===== src/sv/bse_pkg.sv =====
// Package for the bubble sort engine: sizes, control word, microprogram.
`timescale 1ns / 1ps
package bse_pkg;

    localparam int DEPTH = 16;
    localparam int IDX_W = (DEPTH > 1) ? $clog2(DEPTH) : 1;
    localparam int CNT_W = $clog2(DEPTH + 1);
    localparam int DATA_W = 16;
    localparam int UPC_W = 4;

    // read address select
    localparam logic [1:0] RD_ZERO = 2'd0;
    localparam logic [1:0] RD_K1   = 2'd1;
    localparam logic [1:0] RD_K2   = 2'd2;

    // datapath actions
    localparam logic [3:0] ACT_NONE     = 4'd0;
    localparam logic [3:0] ACT_LOAD     = 4'd1;
    localparam logic [3:0] ACT_PASS_CLR = 4'd2;
    localparam logic [3:0] ACT_K_CLR    = 4'd3;
    localparam logic [3:0] ACT_HOLD     = 4'd4;
    localparam logic [3:0] ACT_CMP      = 4'd5;
    localparam logic [3:0] ACT_PASS_END = 4'd6;
    localparam logic [3:0] ACT_OUT      = 4'd7;
    localparam logic [3:0] ACT_CLEAR    = 4'd8;

    // jump conditions
    localparam logic [2:0] JC_NEVER         = 3'd0;
    localparam logic [2:0] JC_ALWAYS        = 3'd1;
    localparam logic [2:0] JC_NOT_ACC_FINAL = 3'd2;
    localparam logic [2:0] JC_K1_GE_N       = 3'd3;
    localparam logic [2:0] JC_K2_LT_N       = 3'd4;
    localparam logic [2:0] JC_PASS1_LT_N    = 3'd5;
    localparam logic [2:0] JC_NOT_M_ACC     = 3'd6;
    localparam logic [2:0] JC_K_LT_N        = 3'd7;

    // step addresses
    localparam logic [UPC_W-1:0] UA_LOAD       = 4'd0;
    localparam logic [UPC_W-1:0] UA_PASS_INIT  = 4'd1;
    localparam logic [UPC_W-1:0] UA_PASS_START = 4'd2;
    localparam logic [UPC_W-1:0] UA_FIRST      = 4'd3;
    localparam logic [UPC_W-1:0] UA_CMP        = 4'd4;
    localparam logic [UPC_W-1:0] UA_PASS_END   = 4'd5;
    localparam logic [UPC_W-1:0] UA_OUT_INIT   = 4'd6;
    localparam logic [UPC_W-1:0] UA_OUT_LOAD   = 4'd7;
    localparam logic [UPC_W-1:0] UA_OUT_WAIT   = 4'd8;
    localparam logic [UPC_W-1:0] UA_OUT_NEXT   = 4'd9;
    localparam logic [UPC_W-1:0] UA_DONE       = 4'd10;

    typedef struct packed {
        logic             in_ready;
        logic             rd_en;
        logic [1:0]       rd_sel;
        logic [3:0]       act;
        logic [2:0]       cond;
        logic [UPC_W-1:0] target;
    } ctrl_word_t;

    typedef struct packed {
        logic acc_final;
        logic m_acc;
        logic k1_ge_n;
        logic k2_lt_n;
        logic pass1_lt_n;
        logic k_lt_n;
    } dp_flags_t;

    function automatic ctrl_word_t ucode(input logic [UPC_W-1:0] upc);
        ctrl_word_t w;
        w = '{in_ready: 1'b0, rd_en: 1'b0, rd_sel: RD_ZERO, act: ACT_NONE,
              cond: JC_ALWAYS, target: UA_LOAD};
        unique case (upc)
            UA_LOAD: begin
                w.in_ready = 1'b1;
                w.act = ACT_LOAD;
                w.cond = JC_NOT_ACC_FINAL;
                w.target = UA_LOAD;
            end
            UA_PASS_INIT: begin
                w.act = ACT_PASS_CLR;
                w.cond = JC_NEVER;
            end
            UA_PASS_START: begin
                w.act = ACT_K_CLR;
                w.rd_en = 1'b1;
                w.rd_sel = RD_ZERO;
                w.cond = JC_NEVER;
            end
            UA_FIRST: begin
                w.act = ACT_HOLD;
                w.rd_en = 1'b1;
                w.rd_sel = RD_K1;
                w.cond = JC_K1_GE_N;
                w.target = UA_PASS_END;
            end
            UA_CMP: begin
                w.act = ACT_CMP;
                w.rd_en = 1'b1;
                w.rd_sel = RD_K2;
                w.cond = JC_K2_LT_N;
                w.target = UA_CMP;
            end
            UA_PASS_END: begin
                w.act = ACT_PASS_END;
                w.cond = JC_PASS1_LT_N;
                w.target = UA_PASS_START;
            end
            UA_OUT_INIT: begin
                w.act = ACT_K_CLR;
                w.rd_en = 1'b1;
                w.rd_sel = RD_ZERO;
                w.cond = JC_NEVER;
            end
            UA_OUT_LOAD: begin
                w.act = ACT_OUT;
                w.rd_en = 1'b1;
                w.rd_sel = RD_K1;
                w.cond = JC_NEVER;
            end
            UA_OUT_WAIT: begin
                w.cond = JC_NOT_M_ACC;
                w.target = UA_OUT_WAIT;
            end
            UA_OUT_NEXT: begin
                w.cond = JC_K_LT_N;
                w.target = UA_OUT_LOAD;
            end
            UA_DONE: begin
                w.act = ACT_CLEAR;
                w.cond = JC_ALWAYS;
                w.target = UA_LOAD;
            end
            default: begin
                w.cond = JC_ALWAYS;
                w.target = UA_LOAD;
            end
        endcase
        return w;
    endfunction

endpackage


===== src/sv/bubble_sort_engine.sv =====
// Top level of the bubble sort engine.
`timescale 1ns / 1ps
// Loads up to DEPTH signed 16-bit values, one per input beat, and on the
// beat marked final sorts them ascending (stable) and sends them out, the
// last result flagged end_of_list and every result flagged dropped if the
// list overran capacity. Sorting with n stored elements runs n passes of a
// loop over a memory with one read and one write port; output holds each
// result until m_ready takes it before the next is read out. No input is
// taken from the final beat until the last result of that list has been
// sent. Control comes from an eleven-step microprogram.
module bubble_sort_engine (
    input  logic                              aclk,
    input  logic                              aresetn,
    input  logic                              s_valid,
    output logic                              s_ready,
    input  logic signed [bse_pkg::DATA_W-1:0] s_element,
    input  logic                              s_final_req,
    output logic                              m_valid,
    input  logic                              m_ready,
    output logic signed [bse_pkg::DATA_W-1:0] m_sorted_value,
    output logic                              m_end_of_list,
    output logic                              m_dropped
);

    bse_pkg::ctrl_word_t ctrl;
    bse_pkg::dp_flags_t  flags;

    bse_sequencer u_seq (
        .aclk    (aclk),
        .aresetn (aresetn),
        .flags   (flags),
        .ctrl    (ctrl)
    );

    bse_datapath u_dp (
        .aclk           (aclk),
        .aresetn        (aresetn),
        .ctrl           (ctrl),
        .flags          (flags),
        .s_valid        (s_valid),
        .s_element      (s_element),
        .s_final_req    (s_final_req),
        .m_valid        (m_valid),
        .m_ready        (m_ready),
        .m_sorted_value (m_sorted_value),
        .m_end_of_list  (m_end_of_list),
        .m_dropped      (m_dropped)
    );

    assign s_ready = ctrl.in_ready;

endmodule


===== src/sv/bse_sequencer.sv =====
// Step counter, control store lookup and conditional jumps.
`timescale 1ns / 1ps
module bse_sequencer (
    input  logic                aclk,
    input  logic                aresetn,
    input  bse_pkg::dp_flags_t  flags,
    output bse_pkg::ctrl_word_t ctrl
);

    logic [bse_pkg::UPC_W-1:0] upc_reg;
    logic [bse_pkg::UPC_W-1:0] upc_next;
    logic                      take;

    assign ctrl = bse_pkg::ucode(upc_reg);

    always_comb begin
        case (ctrl.cond)
            bse_pkg::JC_NEVER:         take = 1'b0;
            bse_pkg::JC_ALWAYS:        take = 1'b1;
            bse_pkg::JC_NOT_ACC_FINAL: take = !flags.acc_final;
            bse_pkg::JC_K1_GE_N:       take = flags.k1_ge_n;
            bse_pkg::JC_K2_LT_N:       take = flags.k2_lt_n;
            bse_pkg::JC_PASS1_LT_N:    take = flags.pass1_lt_n;
            bse_pkg::JC_NOT_M_ACC:     take = !flags.m_acc;
            bse_pkg::JC_K_LT_N:        take = flags.k_lt_n;
            default:                   take = 1'b0;
        endcase
        upc_next = take ? ctrl.target : upc_reg + 1'b1;
    end

    always_ff @(posedge aclk) begin
        if (!aresetn) begin
            upc_reg <= bse_pkg::UA_LOAD;
        end else begin
            upc_reg <= upc_next;
        end
    end

endmodule


===== src/sv/bse_datapath.sv =====
// List memory, bubble register, counters and result register.
`timescale 1ns / 1ps
module bse_datapath (
    input  logic                              aclk,
    input  logic                              aresetn,
    input  bse_pkg::ctrl_word_t               ctrl,
    output bse_pkg::dp_flags_t                flags,
    input  logic                              s_valid,
    input  logic signed [bse_pkg::DATA_W-1:0] s_element,
    input  logic                              s_final_req,
    output logic                              m_valid,
    input  logic                              m_ready,
    output logic signed [bse_pkg::DATA_W-1:0] m_sorted_value,
    output logic                              m_end_of_list,
    output logic                              m_dropped
);

    localparam int CW = bse_pkg::CNT_W;
    localparam int IW = bse_pkg::IDX_W;

    logic signed [bse_pkg::DATA_W-1:0] mem [bse_pkg::DEPTH];
    logic signed [bse_pkg::DATA_W-1:0] rdata_reg;
    logic signed [bse_pkg::DATA_W-1:0] hold_reg, hold_next;
    logic [CW-1:0] fill_reg, fill_next;
    logic [CW-1:0] k_reg, k_next;
    logic [CW-1:0] pass_reg, pass_next;
    logic          ovf_reg, ovf_next;
    logic          mvalid_reg, mvalid_next;
    logic signed [bse_pkg::DATA_W-1:0] mval_reg, mval_next;
    logic          mend_reg, mend_next;
    logic          mdrop_reg, mdrop_next;

    logic [CW:0]   k1, k2, pass1, n_ext;
    logic          s_acc, has_room, gt;
    logic [IW-1:0] rd_addr, wr_addr;
    logic          wr_en;
    logic signed [bse_pkg::DATA_W-1:0] wr_data;

    assign s_acc    = s_valid && ctrl.in_ready;
    assign has_room = fill_reg < CW'(bse_pkg::DEPTH);
    assign n_ext    = {1'b0, fill_reg};
    assign k1       = {1'b0, k_reg} + (CW+1)'(1);
    assign k2       = {1'b0, k_reg} + (CW+1)'(2);
    assign pass1    = {1'b0, pass_reg} + (CW+1)'(1);
    assign gt       = hold_reg > rdata_reg;

    assign flags.acc_final  = s_acc && s_final_req;
    assign flags.m_acc      = mvalid_reg && m_ready;
    assign flags.k1_ge_n    = k1 >= n_ext;
    assign flags.k2_lt_n    = k2 < n_ext;
    assign flags.pass1_lt_n = pass1 < n_ext;
    assign flags.k_lt_n     = k_reg < fill_reg;

    always_comb begin
        case (ctrl.rd_sel)
            bse_pkg::RD_K1: rd_addr = k1[IW-1:0];
            bse_pkg::RD_K2: rd_addr = k2[IW-1:0];
            default:        rd_addr = '0;
        endcase
    end

    always_comb begin
        fill_next   = fill_reg;
        k_next      = k_reg;
        pass_next   = pass_reg;
        ovf_next    = ovf_reg;
        hold_next   = hold_reg;
        mvalid_next = mvalid_reg && !m_ready;
        mval_next   = mval_reg;
        mend_next   = mend_reg;
        mdrop_next  = mdrop_reg;
        wr_en       = 1'b0;
        wr_addr     = k_reg[IW-1:0];
        wr_data     = hold_reg;
        unique case (ctrl.act)
            bse_pkg::ACT_NONE: begin
            end
            bse_pkg::ACT_LOAD: begin
                wr_addr = fill_reg[IW-1:0];
                wr_data = s_element;
                if (s_acc && has_room) begin
                    wr_en     = 1'b1;
                    fill_next = fill_reg + 1'b1;
                end
                if (s_acc && !has_room) begin
                    ovf_next = 1'b1;
                end
            end
            bse_pkg::ACT_PASS_CLR: pass_next = '0;
            bse_pkg::ACT_K_CLR:    k_next = '0;
            bse_pkg::ACT_HOLD:     hold_next = rdata_reg;
            bse_pkg::ACT_CMP: begin
                // smaller of the pair stays behind, larger keeps bubbling
                wr_en     = 1'b1;
                wr_data   = gt ? rdata_reg : hold_reg;
                hold_next = gt ? hold_reg : rdata_reg;
                k_next    = k1[CW-1:0];
            end
            bse_pkg::ACT_PASS_END: begin
                wr_en     = 1'b1;
                pass_next = pass1[CW-1:0];
            end
            bse_pkg::ACT_OUT: begin
                mvalid_next = 1'b1;
                mval_next   = rdata_reg;
                mend_next   = k1 == n_ext;
                mdrop_next  = ovf_reg;
                k_next      = k1[CW-1:0];
            end
            bse_pkg::ACT_CLEAR: begin
                fill_next = '0;
                ovf_next  = 1'b0;
            end
            default: begin
            end
        endcase
    end

    always_ff @(posedge aclk) begin
        if (ctrl.rd_en) begin
            rdata_reg <= mem[rd_addr];
        end
        if (wr_en) begin
            mem[wr_addr] <= wr_data;
        end
    end

    always_ff @(posedge aclk) begin
        if (!aresetn) begin
            fill_reg   <= '0;
            ovf_reg    <= 1'b0;
            mvalid_reg <= 1'b0;
        end else begin
            fill_reg   <= fill_next;
            ovf_reg    <= ovf_next;
            mvalid_reg <= mvalid_next;
        end
    end

    always_ff @(posedge aclk) begin
        k_reg     <= k_next;
        pass_reg  <= pass_next;
        hold_reg  <= hold_next;
        mval_reg  <= mval_next;
        mend_reg  <= mend_next;
        mdrop_reg <= mdrop_next;
    end

    assign m_valid        = mvalid_reg;
    assign m_sorted_value = mval_reg;
    assign m_end_of_list  = mend_reg;
    assign m_dropped      = mdrop_reg;

endmodule


===== config.mk =====
export PLATFORM = sky130hd
export DESIGN_NAME = bubble_sort_engine
export DESIGN_NICKNAME = d
export VERILOG_FILES = /design/src/sv/bse_pkg.sv /design/src/sv/bubble_sort_engine.sv /design/src/sv/bse_sequencer.sv /design/src/sv/bse_datapath.sv
export SDC_FILE = /design/constraint.sdc
export NUM_CORES = 1
export LEC_CHECK = 0
export BUFFER_PORTS_ARGS = -buffer_cell sky130_fd_sc_hd__buf_2
export CAP_MARGIN = 20
export CORE_MARGIN = 2
export CORE_UTILIZATION = 40
export DETAILED_ROUTE_END_ITERATION = 12
export HOLD_SLACK_MARGIN = 0.08
export PLACE_DENSITY = 0.59
export SLEW_MARGIN = 40
export SYNTH_ARGS = -nofsm -noshare
export SYNTH_HDL_FRONTEND = slang
export SYNTH_SLANG_ARGS = --single-unit
export TNS_END_PERCENT = 100

===== constraint.sdc =====
create_clock -name aclk -period 4.1 [get_ports aclk]
set_clock_uncertainty 0.2 [all_clocks]
set_input_delay 0 -clock aclk [delete_from_list [all_inputs] [get_ports aclk]]
set_output_delay 0 -clock aclk [all_outputs]
set_load 0.03 [all_outputs]

# Word level (Yosys, flattened, before mapping)
# Memories as Yosys holds them, arrays and structs flattened. A register that Yosys moved wholly into a read port is not among the register bits.
# Cells that the tools add are included.
# W data, S select, Z words.
# word_totals
ff_bits,55
mem_bits_rw,256
in_bits,21
wordCells,101
n_memories,1
# op_classes
add_sub_neg,5
n_lt_le_gt_ge,6
eq_ne,31
n_mux,24
reduce_logical,24
# mem_list
name,depth,word_bits,read_ports,rd_clocked_by_memory_dff,write_ports,line,source
u_dp.mem,16,16,1,1,1,bse_datapath.sv:21,logic signed [bse_pkg::DATA_W-1:0] mem [bse_pkg::DEPTH];
# op_table
cell,n
$pmux W16 S2,2
$eq A4 B3 Y1 const B,8
$mux W16,2
$pmux W4 S8,1
$pmux W5 S2,3
$pmux W3 S7,1
$pmux W4 S5,1
$eq A4 B2 Y1 const B,4
$eq A4 B4 Y1 const B,4
$gt A16 B16 Y1,1
$add A5 B1 Y6 const B,2
$eq A3 B3 Y1 const B,4
$lt A6 B5 Y1,2
$pmux W3 S3,1
$eq A4 B1 Y1 const B,2
$mux W4,2
$pmux W1 S8,1
$pmux W4 S2,1
$reduce_bool A2 Y1,4
$reduce_or A2 Y1,4
$add A5 B2 Y6 const B,1
$eq A3 B2 Y1 const B,2
$eq A6 B5 Y1,1
$ge A6 B5 Y1,1
other kinds (18),35

# Longest topological paths before layout
# depth
ltp_word,8
ltp_mapped,11

# Modules after synthesis
# From an unflattened synthesis, not the netlist that was laid out.
# unflattened
cells_unflattened,831
area_unflattened_um2,14222.4
# modules_own_cells
mod,instances,cells_each,area_per_inst_um2,seq_area_each_um2
bse_datapath,1,755,13666.9,9629.2
bse_sequencer,1,76,555.5,80.1

# Worst setup path before layout
# No wires, ideal clock.
# synth_timing
path_type,register -> register
startpoint,register u_seq.upc_reg[0] (netlist name)
endpoint,"memory u_dp.mem[13][0] (netlist name), enable pin"
arrival_ps,2531
required_ps,3512
slack_ps,981
stages_incl_launch_ff,11
path_buffers,2
period_less_slack_ps,3119
cell_sequence,dfxtp_1 inv_1 ha_1 clkbuf_1 nor2b_1 o211a_1 o21a_1 buf_2 a22oi_1 or2_1 nor2_1
# synth_between
elab_chain_len,8
elab_cells_between_ends,23
cone_classes,eq/ne: 11; mux: 7; reduce/logical: 5
# synth_lines
item,line,source
"start, declared",bse_sequencer.sv:10,logic [bse_pkg::UPC_W-1:0] upc_reg;
"start signal, assigned",bse_sequencer.sv:33,upc_reg <= bse_pkg::UA_LOAD;
"start signal, assigned",bse_sequencer.sv:35,upc_reg <= upc_next;
"$eq A4 B2 Y1, or another cell as far along",bse_pkg.sv:72,unique case (upc)
$reduce_or A2 Y1 (no line) or $mux W1 (tied branches),-,
$pmux W4 S8 or $logic_and A1 B1 Y1 (tied branches),"bse_pkg.sv:72, bse_datapath.sv:39",
$eq A4 B3 Y1 or $logic_and A1 B1 Y1 (tied branches),"bse_datapath.sv:75, bse_datapath.sv:81",
$reduce_or A2 Y1 (no line) or $mux W1 (tied branches),-,
$pmux W1 S2,bse_datapath.sv:75,unique case (ctrl.act)
$mux W1,bse_datapath.sv:123,if (wr_en) begin
$mux W1 (implied by the code),bse_datapath.sv:124,mem[wr_addr] <= wr_data;
"end, declared",bse_datapath.sv:21,
# Several ways; a longest one is shown, not always the timed one.

# Final worst setup path
# layout_timing
startpoint,register u_seq.upc_reg[0] (netlist name)
endpoint,"memory u_dp.mem[14][2] (netlist name), enable pin"
# The elaborated chain is that of the path after synthesis.

==> impl_metrics.env <==
export IMPL_drtAntennaViolNets=0
export IMPL_path_class="flop to flop"
export IMPL_dr_pass1_iters=5
export IMPL_crit_top_cell="inv_1"
export IMPL_grt_max_degree=65
export IMPL_switchingPower_mw=4.21
export IMPL_async_flop_share_pct=0
export IMPL_start_kind="flop"
export IMPL_r2r_cells=10
export IMPL_power_leakage_nw=5.57
export IMPL_dieWidth_um=193
export IMPL_num_vias=7681
export IMPL_timing_final_crit_share_pct=85.2
export IMPL_report_final_slew_viol_count=0
export IMPL_arrival_ps=3470
export IMPL_fin_nets=973
export IMPL_core_area_um2=35400
export IMPL_power_frac_clock_pct=24.6
export IMPL_slowest_stage="ha_1"
export IMPL_power_share_sequential_pct=42.7
export IMPL_die_area_um2=37400
export IMPL_placed_cells=1315
export IMPL_whs_path_depth=3
export IMPL_vias_per_cell=5.50
export IMPL_p_per_area_nw_per_um2=753
export IMPL_status="completed"
export IMPL_regArea_um2=9710
export IMPL_start_util_pct=40.5
export IMPL_syn_nets=877
export IMPL_met2WireLength_um=15100
export IMPL_yosysUniqueCellTypes=60
export IMPL_synth_top_area_cell="edfxtp_1"
export IMPL_antenna_found_initial=1
export IMPL_finalSetupViolCount=0
export IMPL_worstSetupEndpointType="flop"
export IMPL_top_layer="met4"
export IMPL_drc_errors=0
export IMPL_largest_reg_flops=256
export IMPL_ys_flop_type="edfxtp_1"
export IMPL_regMostFlops="u_dp.mem"
export IMPL_mappedNetlistArea_um2=14300
export IMPL_drt_iter0_markers=604
export IMPL_hold_class="input pin to flop"
export IMPL_routed_wl_um=31900
export IMPL_ys_ff_latch=327
export IMPL_dp_hpwl_um=19100
export IMPL_fp_dieH_um=193
export IMPL_swShare_pct=33.8
export IMPL_grt_usage_pct=17.1
export IMPL_syn_to_final_growth_pct=15.3
export IMPL_drv_cap=0
export IMPL_cts_buffers=35
export IMPL_yosys_warnings=0
export IMPL_fin_tns_setup_ps=0
export IMPL_cts_root_buf="clkbuf_16"
export IMPL_vdd_ir_drop_max_v=0.000397
export IMPL_p_int_mw=8.23
export IMPL_worst_slew_pin_slew_ps=721
export IMPL_yosys_top_cells_count="edfxtp_1 (316), mux2i_1 (52), mux4_1 (44)"
export IMPL_clockBufferDepth=3
export IMPL_slew_headroom_pct=52.0
export IMPL_cts_tree="done"
export IMPL_clock_latency_ps=520
export IMPL_max_freq_mhz=286
export IMPL_fin_crit_ps=3500
export IMPL_grt_setup_unrepaired="false"
export IMPL_htreeDepth=2
export IMPL_avgSynthCellArea_um2=17.6
export IMPL_finalHoldViolCount=0
export IMPL_crit_path_cell_trace="inv_1, ha_1, inv_1, nor2_1, o211a_1, o21a_1, a22oi_1, or2_1, nor2_2, buf_4"
export IMPL_met3_length_um=1830
export IMPL_synth_area_leaders="edfxtp_1 (66%), mux4_1 (8.1%), ha_1 (3.7%)"
export IMPL_multiInputGateArea_um2=4310
export IMPL_overflow=0
export IMPL_cpPeakStageDelay_ps=440
export IMPL_wire_per_inst_um=22.8
export IMPL_final_core_util_pct=46.7
export IMPL_grt_pass1_wl_um=48200
export IMPL_instances_no_fill=1397
export IMPL_seq_area_frac_synth_pct=67.7
export IMPL_met1_length_um=14400
export IMPL_syn_inst=814
export IMPL_place_congestion=0.832
export IMPL_clock_sinks=327
export IMPL_required_ps=4070
export IMPL_combPwrFrac_pct=32.6
export IMPL_port_buffers=40
export IMPL_synth_most_common_cell="edfxtp_1"
export IMPL_path_clk_slew_ps=60
export IMPL_grt_pass1_vias=7705
export IMPL_synth_top_area_share_pct=66.2
export IMPL_io_pins=41
export IMPL_diodes=0
export IMPL_cts_resized=0
export IMPL_rows=69
export IMPL_drive_above_1_share_pct=20.4
export IMPL_critPathMaxFanout=16
export IMPL_synth_edf_count=316
export IMPL_nFillCells=3031
## final cells by class
type,instances,area share (%)
clock buffers,40,5.42
well taps,461,3.49
inverters,32,0.727
clock inverters,23,1.36
multi-input cells,421,26.1
flip-flops and latches,327,58.8
repair buffers,93,4.14
## cells by family after synthesis
family | count (synthesis) | share of synthesized area [%]
DFF | 327 | 67.7
and+or+nand+nor | 150 | 5.37
muxes | 116 | 14.8
AOI/OAI and AO/OA | 101 | 4.80
buffers and inverters | 66 | 2.79
adders and majority gates | 42 | 3.67
xor gates and xnor gates | 12 | 0.786
## per-layer routing
layer / global-route usage (%) / up-vias
li1: - / 3469
met5: 0 / -
met3: 3.12 / 44
met2: 27.5 / 210
met1: 24.2 / 3958
met4: 4.04 / 0
## critical path, delay by kind of cell, from the launching register on
kind | cells | cell delay, ps
AOI/OAI and AO/OA | 3 | 780
adders and majority gates | 1 | 440
buffers and inverters | 3 | 670
DFF | 1 | 340
and+or+nand+nor | 3 | 720
## metrics by stage
step                      cell area (um^2)  hold slack (ps)  total power [mW]  setup WS [ps]
after floorplan                      14300            -82.5              7.96            981
after global placement               15200             96.8              9.31            579
after detailed placement             15200              102              9.44            631
after CTS                            16500              111              12.5            616
after global routing                 16500              130              13.1            370
final                                16500              128              12.4            605
## layout by cell type (no fill, tap or decap), types with 20 or more instances in the layout
cell	n
mux4_2	20
nand2_1	30
inv_1	31
nand3_1	29
buf_4	31
ha_1	42
nor2_1	21
mux2i_1	52
buf_2	40
edfxtp_1	316
mux4_1	44
clkbuf_16	35
## power by group through the flow
stage | combinational (mW) | sequential (mW) | clock [mW]
2_1_floorplan | 2.64 | 5.31 | 0
3_3_place_gp | 3.93 | 5.38 | 0
3_5_place_dp | 4.05 | 5.39 | 0
4_1_cts | 4.08 | 5.32 | 3.14
5_1_grt | 4.47 | 5.37 | 3.26
6_report | 4.06 | 5.32 | 3.07
## final timing paths
kind / start / to / slack [ps]
max: u_seq.upc_reg[0] / u_dp.mem[14][2] / 600
min: aresetn / u_seq.upc_reg[3] / 130
max reg2reg: u_seq.upc_reg[0] / u_dp.mem[14][2] / 600
min reg2reg: u_dp.ovf_reg / u_dp.m_dropped / 240
## what timing repair did
action,CTS,global route
hold endpoints to repair,219,48
hold buffers,16,3
setup buffers,0,0
No activity file was read; power rests on OpenSTA's default activity.
